==> src/hw/rtl/ugnb_fifo.sv <==
`timescale 1ns / 1ps
`default_nettype none
module ugnb_fifo #(
  parameter int W = 8
) (
  input  wire logic         clk,
  input  wire logic         rst_n,
  input  wire logic         push,
  input  wire logic [W-1:0] wdata,
  output logic              full,
  input  wire logic         pop,
  output logic              empty,
  output logic [W-1:0]      rdata
);
  logic [W-1:0] mem_r [2];
  logic         wp_r, rp_r;
  logic [1:0]   cnt_r;
  logic         do_push, do_pop;

  assign full    = (cnt_r == 2'd2);
  assign empty   = (cnt_r == 2'd0);
  assign rdata   = mem_r[rp_r];
  assign do_push = push && !full;
  assign do_pop  = pop && !empty;

  // Store the incoming word
  always_ff @(posedge clk) begin
    if (do_push) mem_r[wp_r] <= wdata;
  end

  // Advance pointers and fill level
  always_ff @(posedge clk) begin
    if (!rst_n) begin
      wp_r  <= 1'b0;
      rp_r  <= 1'b0;
      cnt_r <= 2'd0;
    end else begin
      if (do_push) wp_r <= !wp_r;
      if (do_pop)  rp_r <= !rp_r;
      cnt_r <= cnt_r + 2'(do_push) - 2'(do_pop);
    end
  end
endmodule
`default_nettype wire

==> config.mk <==
export PLATFORM = sky130hd
export DESIGN_NAME = ugnb_fifo
export DESIGN_NICKNAME = d
export VERILOG_FILES = /design/src/hw/rtl/ugnb_fifo.sv
export SDC_FILE = /design/constraint.sdc
export NUM_CORES = 1
export LEC_CHECK = 0
export BUFFER_PORTS_ARGS = -buffer_cell sky130_fd_sc_hd__buf_2
export CAP_MARGIN = 20
export CORE_AREA = 2 2 49 42
export DETAILED_ROUTE_END_ITERATION = 7
export DIE_AREA = 0 0 51 44
export HOLD_SLACK_MARGIN = 0.1
export PLACE_DENSITY = 0.83
export SLEW_MARGIN = 20
export SYNTH_ARGS = -nofsm -noshare
export SYNTH_HDL_FRONTEND = slang
export SYNTH_SLANG_ARGS = --single-unit
==> constraint.sdc <==
create_clock -name clk -period 1.8 [get_ports clk]
set_input_delay 0.36 -clock clk [delete_from_list [all_inputs] [get_ports clk]]
set_output_delay 0.36 -clock clk [all_outputs]
set_load 0.02 [all_outputs]
Word level (Yosys, flattened, before mapping)
Memories as Yosys holds them, arrays and structs flattened. A register that Yosys moved wholly into a read port is not among the register bits.
Cells that the tools add are included.
{"block": "op_classes", "addsub": 2, "eq_ne": 1, "n_mux": 4, "reduce_logical": 7}
{"cell": "1-bit logical NOT", "n": 4}
{"cell": "1-bit 2-to-1 mux", "n": 4}
{"cell": "2-bit by 1-bit adder with 2-bit output", "n": 1}
{"cell": "2-bit equality test, second input constant", "n": 1}
{"cell": "1-bit logical AND", "n": 2}
{"cell": "2-bit logical NOT", "n": 1}
{"cell": "2-bit by 1-bit subtractor with 2-bit output", "n": 1}
{"block": "word_totals", "reg_bits": 4, "ramBits": 16, "in_bits": 12, "out_inout_bits": 10, "n_memories": 1}
{"memory": "mem_r", "depth": 2, "word_bits": 8, "read_ports": 1, "rd_clocked_by_memory_dff": 1, "wr": 1, "line_no": "15", "rtl": "logic [W-1:0] mem_r [2];"}

Logic depth before layout (Yosys ltp)
{"block": "logic_depth", "ltp_word": 5, "depth_mapped": 8, "ltp_nobuf": 8}

Least setup slack after synthesis
No wires, ideal clock.
{"block": "synth_path", "kind": "register -> register", "startpoint": "register cnt_r[0]", "endpoint": "register cnt_r[1]", "setup_time_ns": 0.078, "t_arrival_ns": 1.467, "required_ns": 1.722, "slack_ns": 0.255, "path_stages_with_launch": 9, "path_buffers": 0, "cell_sequence": "dfxtp_1 nand2b_1 nand2_1 ha_1 inv_1 ha_1 xor2_1 and2_2 nor3_1"}
{"block": "synth_via", "elab_chain_cells": 5, "word_cells_on_any_way": 8, "cone_classes": "add/sub (2); eq/ne (1); reduce/logical (5)"}
{"element": "start, declared", "line_no": "17", "rtl": "logic [1:0] cnt_r;"}
{"element": "start signal, assigned", "line_no": "40", "rtl": "cnt_r <= cnt_r + 2'(do_push) - 2'(do_pop);"}
{"element": "2-bit equality test", "line_no": "20", "rtl": "assign full = (cnt_r == 2'd2);"}
{"element": "1-bit logical NOT", "line_no": "23", "rtl": "assign do_push = push && !full;"}
{"element": "1-bit logical AND", "line_no": "23"}
{"element": "2-bit by 1-bit adder with 2-bit output", "line_no": "40"}
{"element": "2-bit by 1-bit subtractor with 2-bit output *", "line_no": "40"}
Mark *: on every way between the ends. The rest lies on a longest branch, timed or not.
A chain may end at the register's enable or synchronous reset.

Worst setup path in the final report
Ends and elaborated chain as after synthesis.

==> impl_metrics.csv <==
group,metric,value,unit
worst_setup_path,start_kind,"flip-flop",
worst_setup_path,timing.rr.start,"cnt_r[0]$_SDFF_PN0_",
synthesis,synth_ff_type,"edfxtp_1",
hold_path,min_to,"mem_r[0][4]$_DFFE_PP_",
route,ant_nets,0,
sta,fin_tns_setup,0,ns
floorplan,ios,22,
cts,ctsHoldBuffers,0,
sta,finClkSkew,0.00663,ns
worst_setup_path,cp_max_fo,4,
hold_path,hp-class,"in2reg",
synthesis,yosysMostFrequentCell,"edfxtp_1",
floorplan,rows,14,
sta,finalCritPeriodShare,0.922,
hold_path,worstHoldStart,"wdata[4]",
synthesis,synth_top_area_frac,0.592,
route,drt_wl_total,1.25,mm
floorplan,core_region_area,1770,µm²
cts,numCtsBuffers,3,
placement,dp_hpwl,903,µm
worst_setup_path,crit_arrival,1.89,ns
floorplan,die_area,2240,µm²
pwr,powerDensity,1440,nW/µm²
cts,cts_tree,"yes",
cts,post_cts_buffers,0,
floorplan,die_h,44,µm
synthesis,syn_area,812,µm²
floorplan,start_util,0.459,
sta,fmax,0.603,GHz
pwr,total_power,0.00141,W
global_routing,overflow,0,
worst_setup_path,regToRegEndpoint,"cnt_r[1]$_SDFF_PN0_",
global_routing,antenna_found_initial,0,
cts,clk_pin_slew,0.11,ns
placement,gp_congestion,0.666,
hold_path,hold_depth,1,
final_layout,diodes,0,
synthesis,yosys.cell_types.count,17,
synthesis,yosysTopAreaCell,"edfxtp_1",
final_layout,nNetsFinal,92,
worst_setup_path,crit_type,"reg2reg",
final_layout,layout-drive-gt1-share,0.494,
sta,max-slew-margin-rel,0.734,
worst_setup_path,cp.required,2.03,ns
sta,finalCriticalPeriod,1.66,ns
sta,timing.hold.ws,0.238,ns
synthesis,synth_edf_count,16,
sta,slew_violations,0,
synthesis,synth.avg_cell_area,15.6,µm²
global_routing,grt_pass1_wl,2.03,mm
route,wl_per_cell,12.4,µm
sta,hold_violations,0,
global_routing,grt.total_usage,0.131,
worst_setup_path,crit_start,"cnt_r[0]$_SDFF_PN0_",
worst_setup_path,r2r_slack,0.14,ns
synthesis,yosysSeqAreaShare,0.715,
placement,dpl_worst_slack,0.153,ns
run_status,status,"finished, final reports clean",
route,route.detailed.drc,0,
sta,rsz0062_at_grt,"false",
cts,clock_latency,0.30,ns
cts,cts.sinks,21,
synthesis,yosys_warnings,0,
run,cap_violations,0,
route,dr.first_iter.drc_count,6,
global_routing,grt_max_degree,13,
sta,fin_ws,0.141,ns
floorplan,die-width,51,µm
synthesis,synth_common_cells,"edfxtp_1 (16), mux2_2 (8), dfxtp_1 (5), nor2_1 (5), inv_1 (3)",
sta,finalSetupViolations,0,
synthesis,synthArstFlopShare,0,
synthesis,syn-num-nets,66,
placement,numPortBuffers,21,
cts,root_buffer,"clkbuf_4",
route,vias_per_cell,4.57,
synthesis,synth_area_leaders,"edfxtp_1 (59%), dfxtp_1 (12%), mux2_2 (11%)",
pwr,leakage,0.414,nW
final_layout,syn2layout_area_growth,20.6,%
synthesis,ys_seq_elements,21,
cts,h-tree-depth,1,
worst_setup_path,end_kind,"flip-flop",
cts,clockBufferDepth,2,
route,vias,462,
worst_setup_path,ff2ff_path_depth,8,
pwr,ir_drop,0.716,mV
global_routing,grt_pass1_vias,474,
route,firstDrtPassIters,2,
sta,tightest_slew,0.399,ns
synthesis,synth_cells,52,
per-layer routing:
layer | track usage | vias to the layer above | part of all wire | wire length [µm]
met3 | 0.0310 | 4 | 0.082 | 102
li1 | - | 234 | - | -
met4 | 0.0973 | 0 | 0.025 | 31
met1 | 0.144 | 205 | 0.41 | 508
met2 | 0.221 | 19 | 0.49 | 608
met5 | 0 | - | 0 | 0
final cells by class:
class / instances / area, µm²
repair buffers: 22 / 113
inverters: 3 / 11.3
well taps: 24 / 30.0
flip-flops and latches: 21 / 583
fillers: 162 / 790
multi-input cells: 27 / 215
clock inverters: 1 / 5.00
clock buffers: 3 / 22.5
report_power, final:
part	switching [W]	total, W	internal (W)
Sequential	0.0000666	0.000704	0.000637
Clock	0.000136	0.000219	0.0000829
Combinational	0.000268	0.000485	0.000217
logic make-up after synthesis:
group	Yosys count	synth area share
xor+xnor	2	0.0216
flops	21	0.715
compound gates	1	0.0108
buf+inv	4	0.0200
mux	9	0.123
simple gates	13	0.0786
fa+ha+maj	2	0.0308
placed cells by master (no fill, tap or decap), drive strengths merged:
cell / instances
and2: 2
and3: 1
buf: 22
clkbuf: 3
clkinv: 1
dfxtp: 5
edfxtp: 16
ha: 2
inv: 3
mux2: 8
mux2i: 1
nand2: 2
nand2b: 2
nor2: 5
nor3: 1
o21a: 1
xnor2: 1
xor2: 1
state kept, by name, summed over array words and instances (netlist names), named ones only:
| name | cells |
|---|---|
| cnt_r | 2 |
| mem_r | 16 |
| rp_r | 1 |
| wp_r | 1 |
worst max path at each step:
stage                                      to  slack [ns]  cells past startpoint
after floorplan           cnt_r[1]$_SDFF_PN0_        0.25                      8
after global placement    cnt_r[1]$_SDFF_PN0_        0.22                      8
after detailed placement  cnt_r[1]$_SDFF_PN0_        0.15                      8
after CTS                            rdata[3]        0.02                      2
after global routing      cnt_r[1]$_SDFF_PN0_       0.003                      8
final                     cnt_r[1]$_SDFF_PN0_        0.14                      8
repair_timing:
item	in CTS	in global routing
setup endpoints to repair	0	9
resized for setup	0	2
endpoints found under the hold margin	0	0
per-stage QoR:
stage	utilization	cells	instance area, µm²
after floorplan	-	52	812
after global placement	0.537	97	950
after detailed placement	0.537	97	950
after CTS	0.552	101	977
after global routing	0.554	101	980
final	0.554	101	980
critical path, stage by stage, from the launching register on:
cell	delay, ns
dfxtp_2	0.36
nand2b_1	0.14
nand2_1	0.12
ha_1	0.31
inv_1	0.04
ha_1	0.17
xor2_1	0.15
and2_2	0.19
nor3_1	0.11
No activity file was read; power rests on OpenSTA's default activity.
