$ cat config.mk
export PLATFORM = sky130hd
export DESIGN_NAME = ugnb_front
export DESIGN_NICKNAME = d
export VERILOG_FILES = /design/src/hw/rtl/ugnb_pkg.sv /design/src/hw/rtl/ugnb_front.sv
export SDC_FILE = /design/constraint.sdc
export NUM_CORES = 2
export LEC_CHECK = 0
export ABC_AREA = 1
export BUFFER_PORTS_ARGS = -buffer_cell sky130_fd_sc_hd__clkbuf_2
export CORE_MARGIN = 3
export CORE_UTILIZATION = 51
export CTS_CLUSTER_SIZE = 14
export DETAILED_ROUTE_END_ITERATION = 16
export HOLD_SLACK_MARGIN = 0.08
export PLACE_DENSITY_LB_ADDON = 0.25
export SLEW_MARGIN = 20
export SYNTH_ARGS = -nofsm -noshare
export SYNTH_HDL_FRONTEND = slang
export SYNTH_SLANG_ARGS = --single-unit
$ cat constraint.sdc
create_clock -name clk -period 8 [get_ports clk]
set_input_delay 1.6 -clock clk [delete_from_list [all_inputs] [get_ports clk]]
set_output_delay 1.6 -clock clk [all_outputs]
set_load 0.03 [all_outputs]
$ cat src/hw/rtl/ugnb_pkg.sv
`timescale 1ns / 1ps
`default_nettype none
package ugnb_pkg;

  // Default sizes
  localparam int GRID_DIM_MAX_DEF = 64;
  localparam int BIN_CAPACITY_DEF = 16;
  localparam int RESULT_LIMIT_DEF = 64;

  // Field widths
  localparam int ID_W   = 16;
  localparam int POS_W  = 32;
  localparam int INV_W  = 24;
  localparam int GDIM_W = 7;
  localparam int MAXF_W = 7;
  localparam int CELL_W = 8;   // covers a grid of up to 256 cells per side
  localparam int DIM_W  = 9;
  localparam int PROD_W = POS_W - 1 + INV_W;

  // Register indexes
  localparam logic [1:0] CFG_INV_CELL = 2'd0;
  localparam logic [1:0] CFG_GRID_DIM = 2'd1;
  localparam logic [1:0] CFG_MAX_FND  = 2'd2;

  typedef enum logic [1:0] {
    REQ_INSERT = 2'd0,
    REQ_QUERY  = 2'd1,
    REQ_CLEAR  = 2'd2
  } req_t;

  typedef struct packed {
    logic [1:0]        req;
    logic [ID_W-1:0]   id;
    logic [CELL_W-1:0] cx;
    logic [CELL_W-1:0] cy;
  } cmd_t;

  typedef struct packed {
    logic [ID_W-1:0] found_id;
    logic            found_valid;
    logic            last;
    logic            status;
  } res_t;

  // Grid size in use: zero acts as one, large values saturate
  function automatic logic [DIM_W-1:0] eff_dim(input logic [GDIM_W-1:0] g,
                                               input logic [DIM_W-1:0] mx);
    logic [DIM_W-1:0] gx;
    gx = {{(DIM_W-GDIM_W){1'b0}}, g};
    if (g == '0) return DIM_W'(1);
    if (gx > mx) return mx;
    return gx;
  endfunction

  // Clamp a scaled coordinate to the grid; negative positions land in cell 0
  function automatic logic [CELL_W-1:0] to_cell(input logic neg,
                                                input logic [PROD_W-1:0] prod,
                                                input logic [DIM_W-1:0] dim);
    logic [PROD_W-33:0] c;
    c = prod[PROD_W-1:32];
    if (neg) return '0;
    if (c >= (PROD_W-32)'(dim)) return CELL_W'(dim - DIM_W'(1));
    return c[CELL_W-1:0];
  endfunction

endpackage
`default_nettype wire

$ cat src/hw/rtl/ugnb_front.sv
`timescale 1ns / 1ps
`default_nettype none
module ugnb_front #(
  parameter int GRID_DIM_MAX = ugnb_pkg::GRID_DIM_MAX_DEF
) (
  input  wire logic                      clk,
  input  wire logic                      rst_n,
  input  wire logic                      in_push,
  output logic                           in_full,
  input  wire logic [1:0]                in_req_type,
  input  wire logic [ugnb_pkg::ID_W-1:0]  in_item_id,
  input  wire logic [ugnb_pkg::POS_W-1:0] in_pos_x,
  input  wire logic [ugnb_pkg::POS_W-1:0] in_pos_y,
  input  wire logic [ugnb_pkg::INV_W-1:0] inv_scale,
  input  wire logic [ugnb_pkg::DIM_W-1:0] dim,
  output ugnb_pkg::cmd_t                  cmd,
  output logic                           cmd_push,
  input  wire logic                      cmd_full
);
  import ugnb_pkg::*;

  typedef enum logic [4:0] {
    F_IDLE = 5'b00001,
    F_MX   = 5'b00010,
    F_MY   = 5'b00100,
    F_CY   = 5'b01000,
    F_PUSH = 5'b10000
  } fstate_t;

  fstate_t             st_r, st_nxt;
  logic [1:0]          req_r;
  logic [ID_W-1:0]     id_r;
  logic [POS_W-1:0]    px_r, py_r;
  logic [PROD_W-1:0]   prod_r;
  logic [CELL_W-1:0]   cx_r, cy_r;
  logic [POS_W-2:0]    mul_a;

  assign in_full  = (st_r != F_IDLE);
  assign cmd_push = (st_r == F_PUSH);
  assign cmd      = '{req: req_r, id: id_r, cx: cx_r, cy: cy_r};
  assign mul_a    = (st_r == F_MX) ? px_r[POS_W-2:0] : py_r[POS_W-2:0];

  // Sequence: capture, scale x, scale y and clamp x, clamp y, hand off
  always_comb begin
    st_nxt = st_r;
    unique case (st_r)
      F_IDLE:  if (in_push) st_nxt = F_MX;
      F_MX:    st_nxt = F_MY;
      F_MY:    st_nxt = F_CY;
      F_CY:    st_nxt = F_PUSH;
      F_PUSH:  if (!cmd_full) st_nxt = F_IDLE;
      default: st_nxt = F_IDLE;
    endcase
  end

  always_ff @(posedge clk) begin
    if (!rst_n) st_r <= F_IDLE;
    else        st_r <= st_nxt;
  end

  // Capture the word, share one multiplier between both axes
  always_ff @(posedge clk) begin
    if (st_r == F_IDLE && in_push) begin
      req_r <= in_req_type;
      id_r  <= in_item_id;
      px_r  <= in_pos_x;
      py_r  <= in_pos_y;
    end
    if (st_r == F_MX || st_r == F_MY)
      prod_r <= PROD_W'(mul_a) * PROD_W'(inv_scale);
    if (st_r == F_MY) cx_r <= to_cell(px_r[POS_W-1], prod_r, dim);
    if (st_r == F_CY) cy_r <= to_cell(py_r[POS_W-1], prod_r, dim);
  end

  assert property (@(posedge clk) disable iff (!rst_n)
    (st_r == F_PUSH) |-> (32'(cx_r) < 32'(GRID_DIM_MAX)))
    else $error("x cell outside grid");
  assert property (@(posedge clk) disable iff (!rst_n)
    (st_r == F_PUSH) |-> (DIM_W'(cy_r) < dim))
    else $error("y cell outside grid in use");
  assert property (@(posedge clk) disable iff (!rst_n)
    (st_r == F_PUSH && cmd_full) |=> (st_r == F_PUSH) && $stable(cmd))
    else $error("command changed while held");
endmodule
`default_nettype wire

Word-level counts from Yosys, hierarchy flattened

Index checks and enable logic that the tools add are counted.

Register bits: 158
Input bits: 119
Output and inout port bits: 36

Add/sub/neg operators: 1
Multiply operators: 1
Order comparisons: 1
Equality and inequality tests: 8
Mux-type cells: 21
Reductions and logical operators: 3

Operator list:

| kind                                                 | count |
|---|---|
| 2-to-1 mux 8 bit                                     | 8 |
| multiplier 31 x 24 -> 55 bit                         | 1 |
| 2-to-1 mux 31 bit                                    | 1 |
| one-hot mux 5 bit (5 select lines)                   | 1 |
| >= comparator 23 x 9 -> 1 bit                        | 1 |
| 2-to-1 mux 5 bit                                     | 2 |
| 2-to-1 mux 1 bit                                     | 9 |
| subtractor 8 x 1 -> 8 bit (second input constant)    | 1 |
| equality test 5 x 1 -> 1 bit (second input constant) | 1 |
| equality test 5 x 2 -> 1 bit (second input constant) | 1 |
| equality test 5 x 3 -> 1 bit (second input constant) | 1 |
| equality test 5 x 4 -> 1 bit (second input constant) | 1 |
| equality test 5 bit (second input constant)          | 1 |
| != test 5 x 1 -> 1 bit (second input constant)       | 1 |
| != test 2 bit (second input constant)                | 2 |
| AND reduction 2 bit                                  | 1 |
| logical AND 1 bit                                    | 1 |
| logical OR 1 bit                                     | 1 |

Depth between registers and ports, before layout

Depth after elaboration: 6
Mapped depth: 36
Depth with buffers taken out: 33

Least setup slack after synthesis

OpenSTA, ideal clock, no wires.

Path kind: input -> register
Start: in inv_scale[1] (netlist bit)
End: reg prod_r[53], data pin
Setup time: 0.252 ns
Arrival time: 7.314 ns
Data required time: 7.748 ns
Slack: 0.433 ns
Cell stages on the path: 27
Buffers on the path: 2
Cells stage by stage: inv_1 clkbuf_1 clkbuf_1 nor2_1 fa_1 fa_1 inv_1 fa_1 fa_1 inv_1 fa_1 fa_1 inv_1 fa_1 inv_1 ha_1 nand2_1 nor2_1 inv_1 nor2_1 inv_1 o21ai_0 nand3_1 o211ai_1 a21oi_1 nand3_1 nand2_1

Word-level cells in the longest chain between the ends: 1

Ends and longest elaborated chain:

| element                      | line             | text |
|---|---|---|
| start, declared              | ugnb_front.sv:14 | `input wire logic [ugnb_pkg::INV_W-1:0] inv_scale,` |
| multiplier 31 x 24 -> 55 bit | ugnb_front.sv:70 | `prod_r <= PROD_W'(mul_a) * PROD_W'(inv_scale);` |
| end signal, assigned         | ugnb_front.sv:70 |  |
| end, declared                | ugnb_front.sv:34 | `logic [PROD_W-1:0] prod_r;` |

No other way between the ends.
A chain may end at the register's enable or synchronous reset.

Worst setup path after layout

Start: reg st_r[3]
End: reg prod_r[51], data pin

Word-level cells in the longest chain between the ends: 3

Ends and longest elaborated chain:

| element                      | line             | text |
|---|---|---|
| start, declared              | ugnb_front.sv:30 | `fstate_t st_r, st_nxt;` |
| start signal, assigned       | ugnb_front.sv:58 | `else st_r <= st_nxt;` |
| equality test 5 x 2 -> 1 bit | ugnb_front.sv:41 | `assign mul_a = (st_r == F_MX) ? px_r[POS_W-2:0] : py_r[POS_W-2:0];` |
| 2-to-1 mux 31 bit            | ugnb_front.sv:41 |  |
| multiplier 31 x 24 -> 55 bit | ugnb_front.sv:70 |  |

No other way between the ends.

==> results by group <==
Status
  – Status: completed

Cells and area
  – Area growth syn-to-layout: 11.8%
  – Final nets: 4410
  – Inserted Diodes: 0
  – FILL cells: slightly below 5000
  – Ratio of cells with drive above 1 in the final layout: between 10 and 15%
  – Design area: between 30000 and 40000 um2

Global route
  – First-pass GRT wire length: ~140000 um
  – Antenna violations before repair: 0
  – Gr usage total: 31.3%
  – GRT overflow: 0
  – Vias in the first global route: ~24000
  – Maximum number of pins on one net before global-route repair: 81

Detailed routing
  – Routed vias: 22300
  – DRT Pass-1 Iters: 5
  – DRC Markers: 0
  – Final wirelength: approximately 86000 um
  – Routed len/inst: about 20 um
  – Post-route ant nets: 0
  – Initial DRC Count: between 2000 and 2500
  – Vias per cell: roughly 5.3

Floorplanning
  – Die area: 58300 um2
  – Row cnt: 85
  – Starting density of the core: around 52%
  – I/O pin count: ~160
  – DIE HEIGHT: between 200 and 250 um
  – DIE WIDTH: ~240 um
  – Core area: between 50000 and 60000 um2

Worst setup path
  – Worst Setup SP: st_r[3]
  – Worst r2r src: st_r[3]
  – CP Class: reg -> reg
  – Crit-path slowest cell: fa_1
  – R2R Setup Slk: 0.26 ns
  – Worst r2r dst: prod_r[51]
  – CP Max Fanout: 29
  – CP Capture Point: prod_r[51]
  – R2R depth: 32
  – WP data required: 8.19 ns
  – Arr. time, crit path: just under 8 ns
  – Worst stage delay on the critical path: between 0.5 and 0.6 ns
  – CP endpoint kind: register
  – Startpoint Class: register

Logic synthesis
  – Synthesized instance count: ~3200
  – Post-synth EDFFs: between 100 and 150
  – Sequential area share after synthesis: between 10% and 20%
  – Top cell type's share of synthesized area: 45.0%
  – Post-synth top area cell: fa_1
  – Cell Area, Synth: between 20000 and 30000 um2
  – Post-synth net total: around 4200
  – FFs w/ async S/R, synth: 0%
  – Synth area leaders: fa_1 (45%), edfxtp_1 (13%), inv_1 (11%)
  – FF+latch count, synth: 126
  – Main synth FF type: edfxtp_1
  – Distinct cells, synth: 45
  – Yosys warning count: 0
  – Synthesized area per cell: a little under 9 um2

Clock network
  – Clk buf depth: 2
  – CTS buffer count: 17
  – Clock transition at path regs: about 0.060 ns
  – Cts hold-fix bufs: 0
  – Root cell of the clock tree: clkbuf_16
  – H-tree depth: 4
  – Clk_lat worst skew: about 0.45 ns
  – Clk sink count: between 100 and 150
  – CTS tree: done

Job
  – Max-cap violations: 0

Placement
  – PortBufs: about 150
  – Post-DP Area: between 30000 and 40000 um2
  – Final Wtd Congestion: about 1
  – Dpl hpwl: between 70000 and 80000 um

Timing
  – F_max: about 130 MHz
  – Layout Skew: 0.0325 ns
  – Final Cycle Share: between 90% and 100%
  – Final setup viols: 0
  – Hold Fails Final Rpt: 0
  – Final Max Slew Viols: 0
  – Slew @ Worst Pin: roughly 1.0 ns
  – Shortest period the worst path allows: between 7 and 8 ns
  – Slew Limit Headroom: roughly a third

Hold path
  – Worst Hold Class: reg -> reg
  – Worst hold start: st_r[3]
## repair_timing
item | in CTS | in global routing
setup buffers | 0 | 16
endpoints found under the setup margin | 0 | 20
resized for setup | 0 | 22
## metrics by stage
stage	worst slack, ns	cells	setup TNS (ns)	util (%)	hold WS, ns
global placement	0.0625	4173	0	56.6	0.606
finish	0.265	4221	0	58.1	0.616
floorplan	0.433	3248	0	-	0.559
global route	-0.0229	4221	-0.0229	58.1	0.673
detailed placement	0.00970	4173	0	56.6	0.600
CTS	0.189	4205	0	57.8	0.610
## cell families after synthesis
family          synth area share (%)
simple gates                    16.2
buf+inv                         12.8
fa+ha+maj                       53.2
compound gates                  3.90
flops                           13.2
xor+xnor                       0.620
## per-layer routing
layer | wire [um] | share of wire [%] | global-route usage [%] | up-vias
met5 | 0 | 0 | 0 | -
met4 | 3470 | 4.0 | 11.1 | 0
met3 | 9140 | 11 | 7.70 | 185
met2 | 39100 | 45 | 49.9 | 1129
met1 | 34400 | 40 | 42.2 | 11100
li1 | - | - | - | 9911
## placed cells by master (no fill, tap or decap), types with 4 or more instances in the layout
cell          n
or2_2        29
clkinv_1     12
xor2_1       16
clkbuf_16    17
bufinv_16     4
nor2_4        5
xnor2_1       4
nor4_1        8
nand2_1     535
o21ai_2      14
clkinvlp_4    8
nor3_1       16
inv_1       784
dfxtp_1       5
nand2_2       8
inv_2        16
buf_4       148
o21a_1        5
nor2_1      493
o21ai_0      49
o21ai_1      24
buf_6         4
clkbuf_2    154
edfxtp_1    121
nand4_1      14
a211oi_1      7
fa_1        635
inv_6         7
buf_12       17
ha_1        187
a21oi_1      78
nand3_1      28
## flip-flops by register name, summed over array words and instances, names as in the netlist
name	flops
cx_r	8
cy_r	8
id_r	16
prod_r	23
px_r	32
py_r	32
req_r	2
st_r	5
## critical path, delay by kind of cell (launching register included)
family | cells | cell delay, ns
flops | 1 | 0.41
fa+ha+maj | 8 | 3.86
compound gates | 4 | 1.03
simple gates | 11 | 1.26
buf+inv | 9 | 0.88
## area by class of cell
cell class / instances / area (um2) / area share (%)
clock buffer: 17 / 425 / 1.35
timing repair buffer: 323 / 2270 / 7.17
sequential: 126 / 3730 / 11.8
clock inverter: 15 / 205 / 0.649
inverter: 818 / 3100 / 9.81
multi-input combinational: 2183 / 20900 / 66.3
tap: 739 / 925 / 2.93
## cells in the mapped netlist, types with 2 or more instances
cell        n
a211oi_1    7
a21boi_0    3
a21o_1      3
a21oi_1    78
a31oi_1     3
and3_1      2
buf_1       2
buf_2      44
buf_4       5
buf_6       3
clkbuf_1   66
clkinv_1   10
dfxtp_1     5
edfxtp_1  121
fa_1      635
ha_1      187
inv_1     797
inv_2      11
nand2_1   535
nand2_2     8
nand2_4     2
nand3_1    28
nand4_1    14
nor2_1    495
nor2_4      4
nor3_1     17
nor4_1      8
o21a_1      5
o21ai_0    55
o21ai_1    20
o21ai_2    13
o21bai_1    3
or2_2      29
xnor2_1     4
xor2_1     16
## how the worst min path moves through the flow
stage                          to  slack [ns]  cells after the start
after floorplan           st_r[4]        0.56                      2
final                     st_r[4]        0.62                      2
after global routing      st_r[4]        0.67                      2
after detailed placement  st_r[4]        0.60                      2
after global placement    st_r[4]        0.61                      2
after CTS                 st_r[4]        0.61                      2
Power is not shown: default switching activity piles up to over one toggle a cycle in this logic, so the estimate is an artifact.
